==> src/rtl/core/cac_pkg.sv <==
package cac_pkg;

    localparam int IDX_W = 3;
    localparam int WR_DATA_W = 20;

    localparam logic [IDX_W-1:0] REG_CLIMB_RATE_LIMIT   = 3'd0;
    localparam logic [IDX_W-1:0] REG_DESCENT_RATE_LIMIT = 3'd1;
    localparam logic [IDX_W-1:0] REG_ACTIVE_VARIANCE    = 3'd2;
    localparam logic [IDX_W-1:0] REG_STILL_VARIANCE     = 3'd3;
    localparam logic [IDX_W-1:0] REG_FALL_ACCEL         = 3'd4;
    localparam logic [IDX_W-1:0] REG_CONFIRM_TICKS      = 3'd5;

    localparam logic [2:0] ST_IDLE  = 3'd0;
    localparam logic [2:0] ST_CLIMB = 3'd1;
    localparam logic [2:0] ST_DESC  = 3'd2;
    localparam logic [2:0] ST_REST  = 3'd3;
    localparam logic [2:0] ST_FALL  = 3'd4;

    localparam logic signed [15:0] GROUND_LIMIT = -16'sd60;
    localparam logic [7:0] CONFIRM_MAX = 8'd255;

    typedef struct packed {
        logic [14:0] climb_rate_limit;
        logic [14:0] descent_rate_limit;
        logic [19:0] active_variance;
        logic [19:0] still_variance;
        logic [15:0] fall_accel;
        logic [7:0]  confirm_ticks;
    } cfg_t;

    typedef struct packed {
        logic               action;
        logic [19:0]        accel_variance;
        logic signed [15:0] pressure_rate;
        logic [15:0]        total_accel;
        logic signed [15:0] pressure_rel;
    } item_t;

    typedef struct packed {
        logic [2:0]  current_state;
        logic [2:0]  pending_state;
        logic [7:0]  confirm_count;
        logic [19:0] climb_peak_variance;
        logic        attempt_was_counted;
        logic        fresh_session;
    } track_t;

endpackage

==> src/rtl/core/climb_activity_classifier.sv <==
// Channel   | handshake           | payload
// input     | in_valid, in_stall  | action, accel_variance, pressure_rate, total_accel,
//           |                     | pressure_rel
// output    | out_valid, out_stall| activity_state, attempt_count, state_changed
// config    | wr_en               | wr_index, wr_data
//
// A transaction is registered on entry and classified from the input register into the
// result registers; an output stall can hold it in the input register between the two.
// One transaction is taken every cycle while in_stall is low. The session state is
// held in one set of registers updated by a combinational classification step, which
// sets that rate. Reset clears the session state and loads the register defaults.
// While a result is stalled the input register holds one more transaction, then
// in_stall is raised.
module climb_activity_classifier #(
    parameter int FALL_TICKS   = 5,
    parameter int ATTEMPT_BITS = 16
) (
    input  logic                          clk,
    input  logic                          rst_n,
    input  logic                          in_valid,
    output logic                          in_stall,
    input  logic                          action,
    input  logic [19:0]                   accel_variance,
    input  logic signed [15:0]            pressure_rate,
    input  logic [15:0]                   total_accel,
    input  logic signed [15:0]            pressure_rel,
    output logic                          out_valid,
    input  logic                          out_stall,
    output logic [2:0]                    activity_state,
    output logic [15:0]                   attempt_count,
    output logic                          state_changed,
    input  logic                          wr_en,
    input  logic [cac_pkg::IDX_W-1:0]     wr_index,
    input  logic [cac_pkg::WR_DATA_W-1:0] wr_data
);
    import cac_pkg::*;

    localparam int FALL_W = $clog2(FALL_TICKS + 1);

    cfg_t                    cfg;
    logic                    s1_valid_reg;
    item_t                   s1_item_reg;
    track_t                  track_reg;
    track_t                  track_next;
    logic [FALL_W-1:0]       fall_count_reg;
    logic [FALL_W-1:0]       fall_count_next;
    logic [ATTEMPT_BITS-1:0] attempts_reg;
    logic [ATTEMPT_BITS-1:0] attempts_next;
    logic                    out_valid_reg;
    logic [2:0]              state_reg;
    logic [15:0]             count_reg;
    logic                    changed_reg;
    logic [15:0]             count_shown;
    logic                    advance;
    logic                    s1_fire;
    logic                    in_take;

    cac_regs u_regs (
        .clk      (clk),
        .rst_n    (rst_n),
        .wr_en    (wr_en),
        .wr_index (wr_index),
        .wr_data  (wr_data),
        .cfg      (cfg)
    );

    cac_classify #(
        .FALL_TICKS   (FALL_TICKS),
        .ATTEMPT_BITS (ATTEMPT_BITS),
        .FALL_W       (FALL_W)
    ) u_classify (
        .item            (s1_item_reg),
        .cfg             (cfg),
        .track           (track_reg),
        .fall_count      (fall_count_reg),
        .attempts        (attempts_reg),
        .track_next      (track_next),
        .fall_count_next (fall_count_next),
        .attempts_next   (attempts_next)
    );

    generate
        if (ATTEMPT_BITS > 16)
        begin : g_sat
            assign count_shown = (|attempts_next[ATTEMPT_BITS-1:16]) ?
                                 16'hFFFF : attempts_next[15:0];
        end
        else
        begin : g_ext
            assign count_shown = 16'(attempts_next);
        end
    endgenerate

    assign advance  = !out_valid_reg || !out_stall;
    assign s1_fire  = s1_valid_reg && advance;
    assign in_stall = s1_valid_reg && !advance;
    assign in_take  = in_valid && !in_stall;

    always_ff @(posedge clk or negedge rst_n)
    begin
        if (!rst_n)
            s1_valid_reg <= 1'b0;
        else if (in_take)
            s1_valid_reg <= 1'b1;
        else if (advance)
            s1_valid_reg <= 1'b0;
    end

    always_ff @(posedge clk)
    begin
        if (in_take)
        begin
            s1_item_reg.action         <= action;
            s1_item_reg.accel_variance <= accel_variance;
            s1_item_reg.pressure_rate  <= pressure_rate;
            s1_item_reg.total_accel    <= total_accel;
            s1_item_reg.pressure_rel   <= pressure_rel;
        end
    end

    always_ff @(posedge clk or negedge rst_n)
    begin
        if (!rst_n)
        begin
            track_reg.current_state       <= ST_IDLE;
            track_reg.pending_state       <= ST_IDLE;
            track_reg.confirm_count       <= '0;
            track_reg.climb_peak_variance <= '0;
            track_reg.attempt_was_counted <= 1'b0;
            track_reg.fresh_session       <= 1'b0;
            fall_count_reg                <= '0;
            attempts_reg                  <= '0;
        end
        else if (s1_fire)
        begin
            track_reg      <= track_next;
            fall_count_reg <= fall_count_next;
            attempts_reg   <= attempts_next;
        end
    end

    always_ff @(posedge clk or negedge rst_n)
    begin
        if (!rst_n)
            out_valid_reg <= 1'b0;
        else if (advance)
            out_valid_reg <= s1_valid_reg;
    end

    always_ff @(posedge clk)
    begin
        if (s1_fire)
        begin
            state_reg   <= track_next.current_state;
            count_reg   <= count_shown;
            changed_reg <= track_next.current_state != track_reg.current_state;
        end
    end

    assign out_valid      = out_valid_reg;
    assign activity_state = state_reg;
    assign attempt_count  = count_reg;
    assign state_changed  = changed_reg;

    a_state_follows: assert property (@(posedge clk) disable iff (!rst_n)
        s1_fire |=> activity_state == track_reg.current_state)
        else $error("result state differs from the tracked state");

    a_fall_bound: assert property (@(posedge clk) disable iff (!rst_n)
        fall_count_reg < FALL_W'(FALL_TICKS))
        else $error("free-fall counter reached its limit without firing");

    a_start_clears: assert property (@(posedge clk) disable iff (!rst_n)
        s1_fire && s1_item_reg.action |=>
            activity_state == ST_IDLE && attempt_count == 16'd0 &&
            track_reg.fresh_session)
        else $error("start transaction did not clear the session");

    a_stall_source: assert property (@(posedge clk) disable iff (!rst_n)
        in_stall |-> s1_valid_reg && out_valid_reg)
        else $error("input stalled with room in the pipeline");

endmodule

==> src/rtl/core/cac_regs.sv <==
module cac_regs (
    input  logic                       clk,
    input  logic                       rst_n,
    input  logic                       wr_en,
    input  logic [cac_pkg::IDX_W-1:0]  wr_index,
    input  logic [cac_pkg::WR_DATA_W-1:0] wr_data,
    output cac_pkg::cfg_t              cfg
);
    import cac_pkg::*;

    cfg_t cfg_reg;

    always_ff @(posedge clk or negedge rst_n)
    begin
        if (!rst_n)
        begin
            cfg_reg.climb_rate_limit   <= 15'd30;
            cfg_reg.descent_rate_limit <= 15'd30;
            cfg_reg.active_variance    <= 20'd300;
            cfg_reg.still_variance     <= 20'd100;
            cfg_reg.fall_accel         <= 16'd300;
            cfg_reg.confirm_ticks      <= 8'd3;
        end
        else if (wr_en)
        begin
            case (wr_index)
                REG_CLIMB_RATE_LIMIT:   cfg_reg.climb_rate_limit   <= wr_data[14:0];
                REG_DESCENT_RATE_LIMIT: cfg_reg.descent_rate_limit <= wr_data[14:0];
                REG_ACTIVE_VARIANCE:    cfg_reg.active_variance    <= wr_data[19:0];
                REG_STILL_VARIANCE:     cfg_reg.still_variance     <= wr_data[19:0];
                REG_FALL_ACCEL:         cfg_reg.fall_accel         <= wr_data[15:0];
                REG_CONFIRM_TICKS:      cfg_reg.confirm_ticks      <= wr_data[7:0];
                default:                ;
            endcase
        end
    end

    assign cfg = cfg_reg;

endmodule

==> src/rtl/core/cac_classify.sv <==
module cac_classify #(
    parameter int FALL_TICKS   = 5,
    parameter int ATTEMPT_BITS = 16,
    parameter int FALL_W       = $clog2(FALL_TICKS + 1)
) (
    input  cac_pkg::item_t          item,
    input  cac_pkg::cfg_t           cfg,
    input  cac_pkg::track_t         track,
    input  logic [FALL_W-1:0]       fall_count,
    input  logic [ATTEMPT_BITS-1:0] attempts,
    output cac_pkg::track_t         track_next,
    output logic [FALL_W-1:0]       fall_count_next,
    output logic [ATTEMPT_BITS-1:0] attempts_next
);
    import cac_pkg::*;

    localparam logic [ATTEMPT_BITS-1:0] ATTEMPT_MAX = {ATTEMPT_BITS{1'b1}};
    localparam logic [FALL_W-1:0] FALL_LIMIT = FALL_W'(FALL_TICKS);

    logic               active;
    logic               still;
    logic               up;
    logic               down;
    logic               near_ground;
    logic               fall_tick;
    logic signed [16:0] rate_x;
    logic [FALL_W-1:0]  fall_inc;
    logic [7:0]         confirm_inc;
    logic [19:0]        peak;
    logic [2:0]         target;

    assign rate_x      = {item.pressure_rate[15], item.pressure_rate};
    assign active      = item.accel_variance > cfg.active_variance;
    assign still       = item.accel_variance < cfg.still_variance;
    assign up          = rate_x < -$signed({2'b00, cfg.climb_rate_limit});
    assign down        = rate_x > $signed({2'b00, cfg.descent_rate_limit});
    assign near_ground = item.pressure_rel > GROUND_LIMIT;
    assign fall_tick   = item.total_accel < cfg.fall_accel;
    assign fall_inc    = fall_count + FALL_W'(1);
    assign confirm_inc = (track.confirm_count < CONFIRM_MAX) ?
                         track.confirm_count + 8'd1 : track.confirm_count;
    assign peak        = (track.current_state == ST_CLIMB &&
                          item.accel_variance > track.climb_peak_variance) ?
                         item.accel_variance : track.climb_peak_variance;

    always_comb
    begin
        if (up && active)
            target = ST_CLIMB;
        else if (down)
            target = ST_DESC;
        else if (still)
            target = ST_REST;
        else
            target = track.current_state;
    end

    always_comb
    begin
        track_next      = track;
        fall_count_next = fall_count;
        attempts_next   = attempts;
        if (item.action)
        begin
            track_next.current_state       = ST_IDLE;
            track_next.pending_state       = ST_IDLE;
            track_next.confirm_count       = '0;
            track_next.climb_peak_variance = '0;
            track_next.attempt_was_counted = 1'b0;
            track_next.fresh_session       = 1'b1;
            fall_count_next                = '0;
            attempts_next                  = '0;
        end
        else
        begin
            track_next.climb_peak_variance = peak;
            if (fall_tick)
            begin
                if (fall_inc >= FALL_LIMIT)
                begin
                    fall_count_next          = '0;
                    track_next.current_state = ST_FALL;
                    track_next.confirm_count = '0;
                end
                else
                begin
                    fall_count_next = fall_inc;
                end
            end
            else
            begin
                fall_count_next = '0;
                if (target != track.current_state)
                begin
                    if (target == track.pending_state)
                    begin
                        track_next.confirm_count = confirm_inc;
                        if (confirm_inc >= cfg.confirm_ticks)
                        begin
                            if (track.current_state == ST_CLIMB)
                            begin
                                if (track.attempt_was_counted &&
                                    peak < cfg.active_variance && attempts != '0)
                                    attempts_next = attempts - ATTEMPT_BITS'(1);
                                track_next.climb_peak_variance = '0;
                                track_next.attempt_was_counted = 1'b0;
                            end
                            if (target == ST_CLIMB)
                            begin
                                track_next.climb_peak_variance = '0;
                                track_next.attempt_was_counted = 1'b0;
                                if (near_ground)
                                begin
                                    if (attempts != ATTEMPT_MAX)
                                        attempts_next = attempts + ATTEMPT_BITS'(1);
                                    track_next.attempt_was_counted = 1'b1;
                                end
                            end
                            track_next.current_state = target;
                            track_next.confirm_count = '0;
                        end
                    end
                    else
                    begin
                        track_next.pending_state = target;
                        track_next.confirm_count = 8'd1;
                    end
                end
                else
                begin
                    track_next.confirm_count = '0;
                    track_next.pending_state = track.current_state;
                end
            end

            if (track.fresh_session)
            begin
                track_next.fresh_session = 1'b0;
                track_next.pending_state = ST_IDLE;
                track_next.confirm_count = '0;
                fall_count_next          = '0;
            end
        end
    end

endmodule

==> config.mk <==
export PLATFORM = sky130hd
export DESIGN_NAME = climb_activity_classifier
export DESIGN_NICKNAME = d
export VERILOG_FILES = /design/src/rtl/core/cac_pkg.sv /design/src/rtl/core/climb_activity_classifier.sv /design/src/rtl/core/cac_regs.sv /design/src/rtl/core/cac_classify.sv
export SDC_FILE = /design/constraint.sdc
export NUM_CORES = 1
export LEC_CHECK = 0
export ABC_AREA = 1
export BUFFER_PORTS_ARGS = -buffer_cell sky130_fd_sc_hd__buf_4
export CORE_ASPECT_RATIO = 1.75
export CORE_UTILIZATION = 50
export CTS_CLUSTER_SIZE = 10
export DETAILED_ROUTE_END_ITERATION = 10
export HOLD_SLACK_MARGIN = 0.02
export PLACE_DENSITY = 0.79
export SYNTH_ARGS = -nofsm -noshare
export SYNTH_HDL_FRONTEND = slang
export SYNTH_SLANG_ARGS = --single-unit
==> constraint.sdc <==
create_clock -name clk -period 10.6 [get_ports clk]
set_input_delay 0.53 -clock clk [delete_from_list [all_inputs] [get_ports clk]]
set_output_delay 0.53 -clock clk [all_outputs]
set_load 0.005 [all_outputs]
==> out/results.tsv <==
stage	metric	value	unit
floorplan	Core Region	27200	um^2
global_routing	Total GRT Usage	0.243	
clock_tree	later-pin clock latency in the skew report	0.55	ns
worst_setup_path	WP data required	10.90	ns
pwr	peak supply drop	0.165	mV
drt	drt pass-1 iters	7	
worst_setup_path	Crit-path slowest cell	nand2_1	
layout	area grow syn2layout	14.8	%
worst_setup_path	r2r startpoint	s1_item_reg[55]	
place	routability cong.	0.922	
timing	Max transition margin	0.160	
min_path	Hold Path Cell Cnt	1	
timing	final cycle utilization of the critical path	0.503	
worst_setup_path	CP Class	register to register	
place	Port Buffer Count	118	
floorplan	die height	222	um
timing	RSZ-0062 raised after global routing	no	
synth	syn_area_per_cell	8.67	um^2
worst_setup_path	CP top delay family	compound AO/OA/AOI/OAI gates	
timing	hold slack	0.158	ns
worst_setup_path	critical path endpoint category	register	
worst_setup_path	Worst Path Max Fanout	39	
global_routing	largest net degree at the start of global routing	77	
layout	max reg flops	94	
drt	final wirelength	33300	um
timing	final worst slack	5.27	ns
flow_run	max cap viols	0	
layout	Filler Cell Count	2385	
synth	Synth area leader	dfrtp_1	
clock_tree	Num Clock Sinks	240	
timing	final hold vios	0	
worst_setup_path	R2R Setup Slk	5.27	ns
floorplan	row cnt	80	
worst_setup_path	CP peak stage delay	0.71	ns
timing	Max Slew Vio Count	0	
drt	via count	11306	
synth	EDFF count, synth	89	
worst_setup_path	reg2reg end	attempt_count[5]	
min_path	hold crit path type	input port to register	
timing	FMAX	0.188	GHz
timing	crit path time final	5.33	ns
synth	Synth area leaders	dfrtp_1, edfxtp_1, ha_1, nand2_1, inv_1	
layout	Layout Nets	1944	
synth	register area share after synthesis	0.468	
layout	Multi-input gate area	6350	um^2
worst_setup_path	most frequent CP cell	nand2_1	
timing	Final Skew	0.0157	ns
worst_setup_path	critical path launch point type	register	
clock_tree	CTS tree	done	
floorplan	Starting Density	0.509	
clock_tree	Longest Clk Path Bufs	3	
floorplan	die width	128	um
layout	Seq. cell area	6480	um^2
synth	#FFs+latches synth	240	
min_path	min-delay src	pressure_rate[0]	
global_routing	initial antenna violation count	0	
clock_tree	CTS root buf	clkbuf_16	
clock_tree	clock-pin transition on the worst setup and hold timing paths	0.06	ns
drt	Avg WL per Cell	15.9	um
synth	most frequent cell after synthesis	nand2_1	
clock_tree	cts bufs inserted	28	
layout	layout cells sized above 1	0.122	
timing	setup_tns	0	ns
synth	Synth Net Count	1833	
synth	Synth Cell Area	13800	um^2
synth	most common library cells after synthesis	nand2_1, inv_1, o21ai_0	
global_routing	GRT Residual Overflow	0	
pwr	Pleak	7.58	nW
synth	Syn Inst Count	1597	
synth	Ys Warns	0	
worst_setup_path	CP arrival	5.63	ns
floorplan	IO Count	119	
synth	share of async-settable or async-resettable flops after synthesis	0.629	
worst_setup_path	FF-to-FF path depth	20	
timing	Tightest Pin Transition	1.26	ns
clock_tree	post-CTS resize count	0	
drt	drt via density	5.39	
min_path	WHS Endpoint	s1_item_reg[32]	
global_routing	wire length of the first global-routing pass	54500	um
synth	Top FF cell, synth	dfrtp_1	
layout	ANT cells	0	
global_routing	vias in the first global route	11498	
clock_tree	H-tree lvl count	1	
synth	post-synth cell types	52	
drt	Remaining DRCs	0	
timing	final setup fails	0	
synth	top-area cell type share of the netlist area	0.235	
worst_setup_path	crit path from	s1_item_reg[55]	
place	final HPWL from detailed placement	24700	um
pwr	PwrDens	181	nW/um^2
floorplan	die area	28400	um^2
run_status	outcome	completed	
drt	DRT iter0 DRCs	689	
drt	DRT antenna net count	0	
worst_setup_path	Worst Path Buf+Inv	0	
place	dpl ws	5.44	ns
worst_setup_path	crit-path cells	ha_1 -> nand2_1 -> nor2_1 -> nand2_1 -> nor2_1 -> o21ai_0 -> nand3_1 -> nand2_1 -> a21oi_1 -> ha_1 -> a21oi_1 -> o21ai_0 -> nand2_1 -> o21ai_0 -> a211oi_1 -> a21boi_0 -> nand3_1 -> nand2_1 -> nand3_1 -> and3_1	
metrics by stage:
stage | power, mW | cell area [um^2] | instances | utilization
final | 2.88 | 15900 | 2098 | 0.584
after detailed placement | 2.02 | 15100 | 2046 | 0.554
after floorplan | 1.78 | 13800 | 1597 | -
after global routing | 3.08 | 15900 | 2098 | 0.584
after global placement | 1.99 | 15100 | 2046 | 0.554
after CTS | 2.90 | 15900 | 2098 | 0.584
where the power goes:
part	total (mW)	switching (mW)	internal, mW	leakage (nW)
logic	0.823	0.517	0.306	4.41
clock network	0.868	0.361	0.507	0.387
registers	1.19	0.0810	1.11	2.78
layer usage:
layer,track usage,routed length [um],share of wire
met5,0,0,0
met4,0.156,2110,0.063
met3,0.0309,1440,0.043
met2,0.443,17500,0.52
met1,0.261,12300,0.37
worst max path at each step:
stage	to	slack [ns]	cells past startpoint
floorplan	attempt_count[5]	6.51	20
CTS	attempt_count[10]	5.37	22
global placement	attempt_count[6]	5.55	23
detailed placement	attempt_count[6]	5.44	23
finish	attempt_count[5]	5.27	20
global route	attempts_reg[10]	4.75	24
cells by family (layout without fill, tap and decap cells):
logic type | Yosys count | in the layout | synth area share
and+or+nand+nor | 628 | 628 | 0.200
AOI/OAI and AO/OA | 291 | 291 | 0.112
xor gates and xnor gates | 29 | 29 | 0.0197
buffers and inverters | 270 | 402 | 0.0746
DFF | 240 | 240 | 0.468
adders and majority gates | 139 | 139 | 0.126
final cells by class:
| cell class | count | share of cell area |
|---|---|---|
| inverters | 226 | 0.0534 |
| clock buffers | 50 | 0.0506 |
| clock inverters | 1 | 0.000551 |
| well taps | 369 | 0.0290 |
| multi-input cells | 1087 | 0.399 |
| flip-flops and latches | 240 | 0.408 |
| repair buffers | 125 | 0.0594 |
layout by cell type (no fill, tap or decap), types with 6 or more instances in the layout:
cell,n
nor3_1,18
dfrtp_1,130
o21ai_0,158
xnor2_1,7
ha_1,139
buf_4,123
nand2_1,344
a21oi_1,94
and3_1,7
xor2_1,21
edfxtp_1,89
clkbuf_16,29
nand3_1,101
inv_1,219
nand4_1,33
clkbuf_1,21
dfstp_2,21
nor2_1,95
inv_2,6
timing repair:
item / in CTS / in global routing
setup buffers: 0 / 0
hold buffers: 1 / 0
endpoints found under the hold margin: 8 / 0
worst register-to-register path, stage by stage, from the launching register on:
cell and delay (ns):
edfxtp_1 0.49, ha_1 0.35, nand2_1 0.07, nor2_1 0.15, nand2_1 0.08, nor2_1 0.12, o21ai_0 0.10, nand3_1 0.10
nand2_1 0.71, a21oi_1 0.51, ha_1 0.31, a21oi_1 0.15, o21ai_0 0.10, nand2_1 0.06, o21ai_0 0.09, a211oi_1 0.59
a21boi_0 0.57, nand3_1 0.14, nand2_1 0.11, nand3_1 0.11, and3_1 0.18
Power figures use the tool's default switching activity.
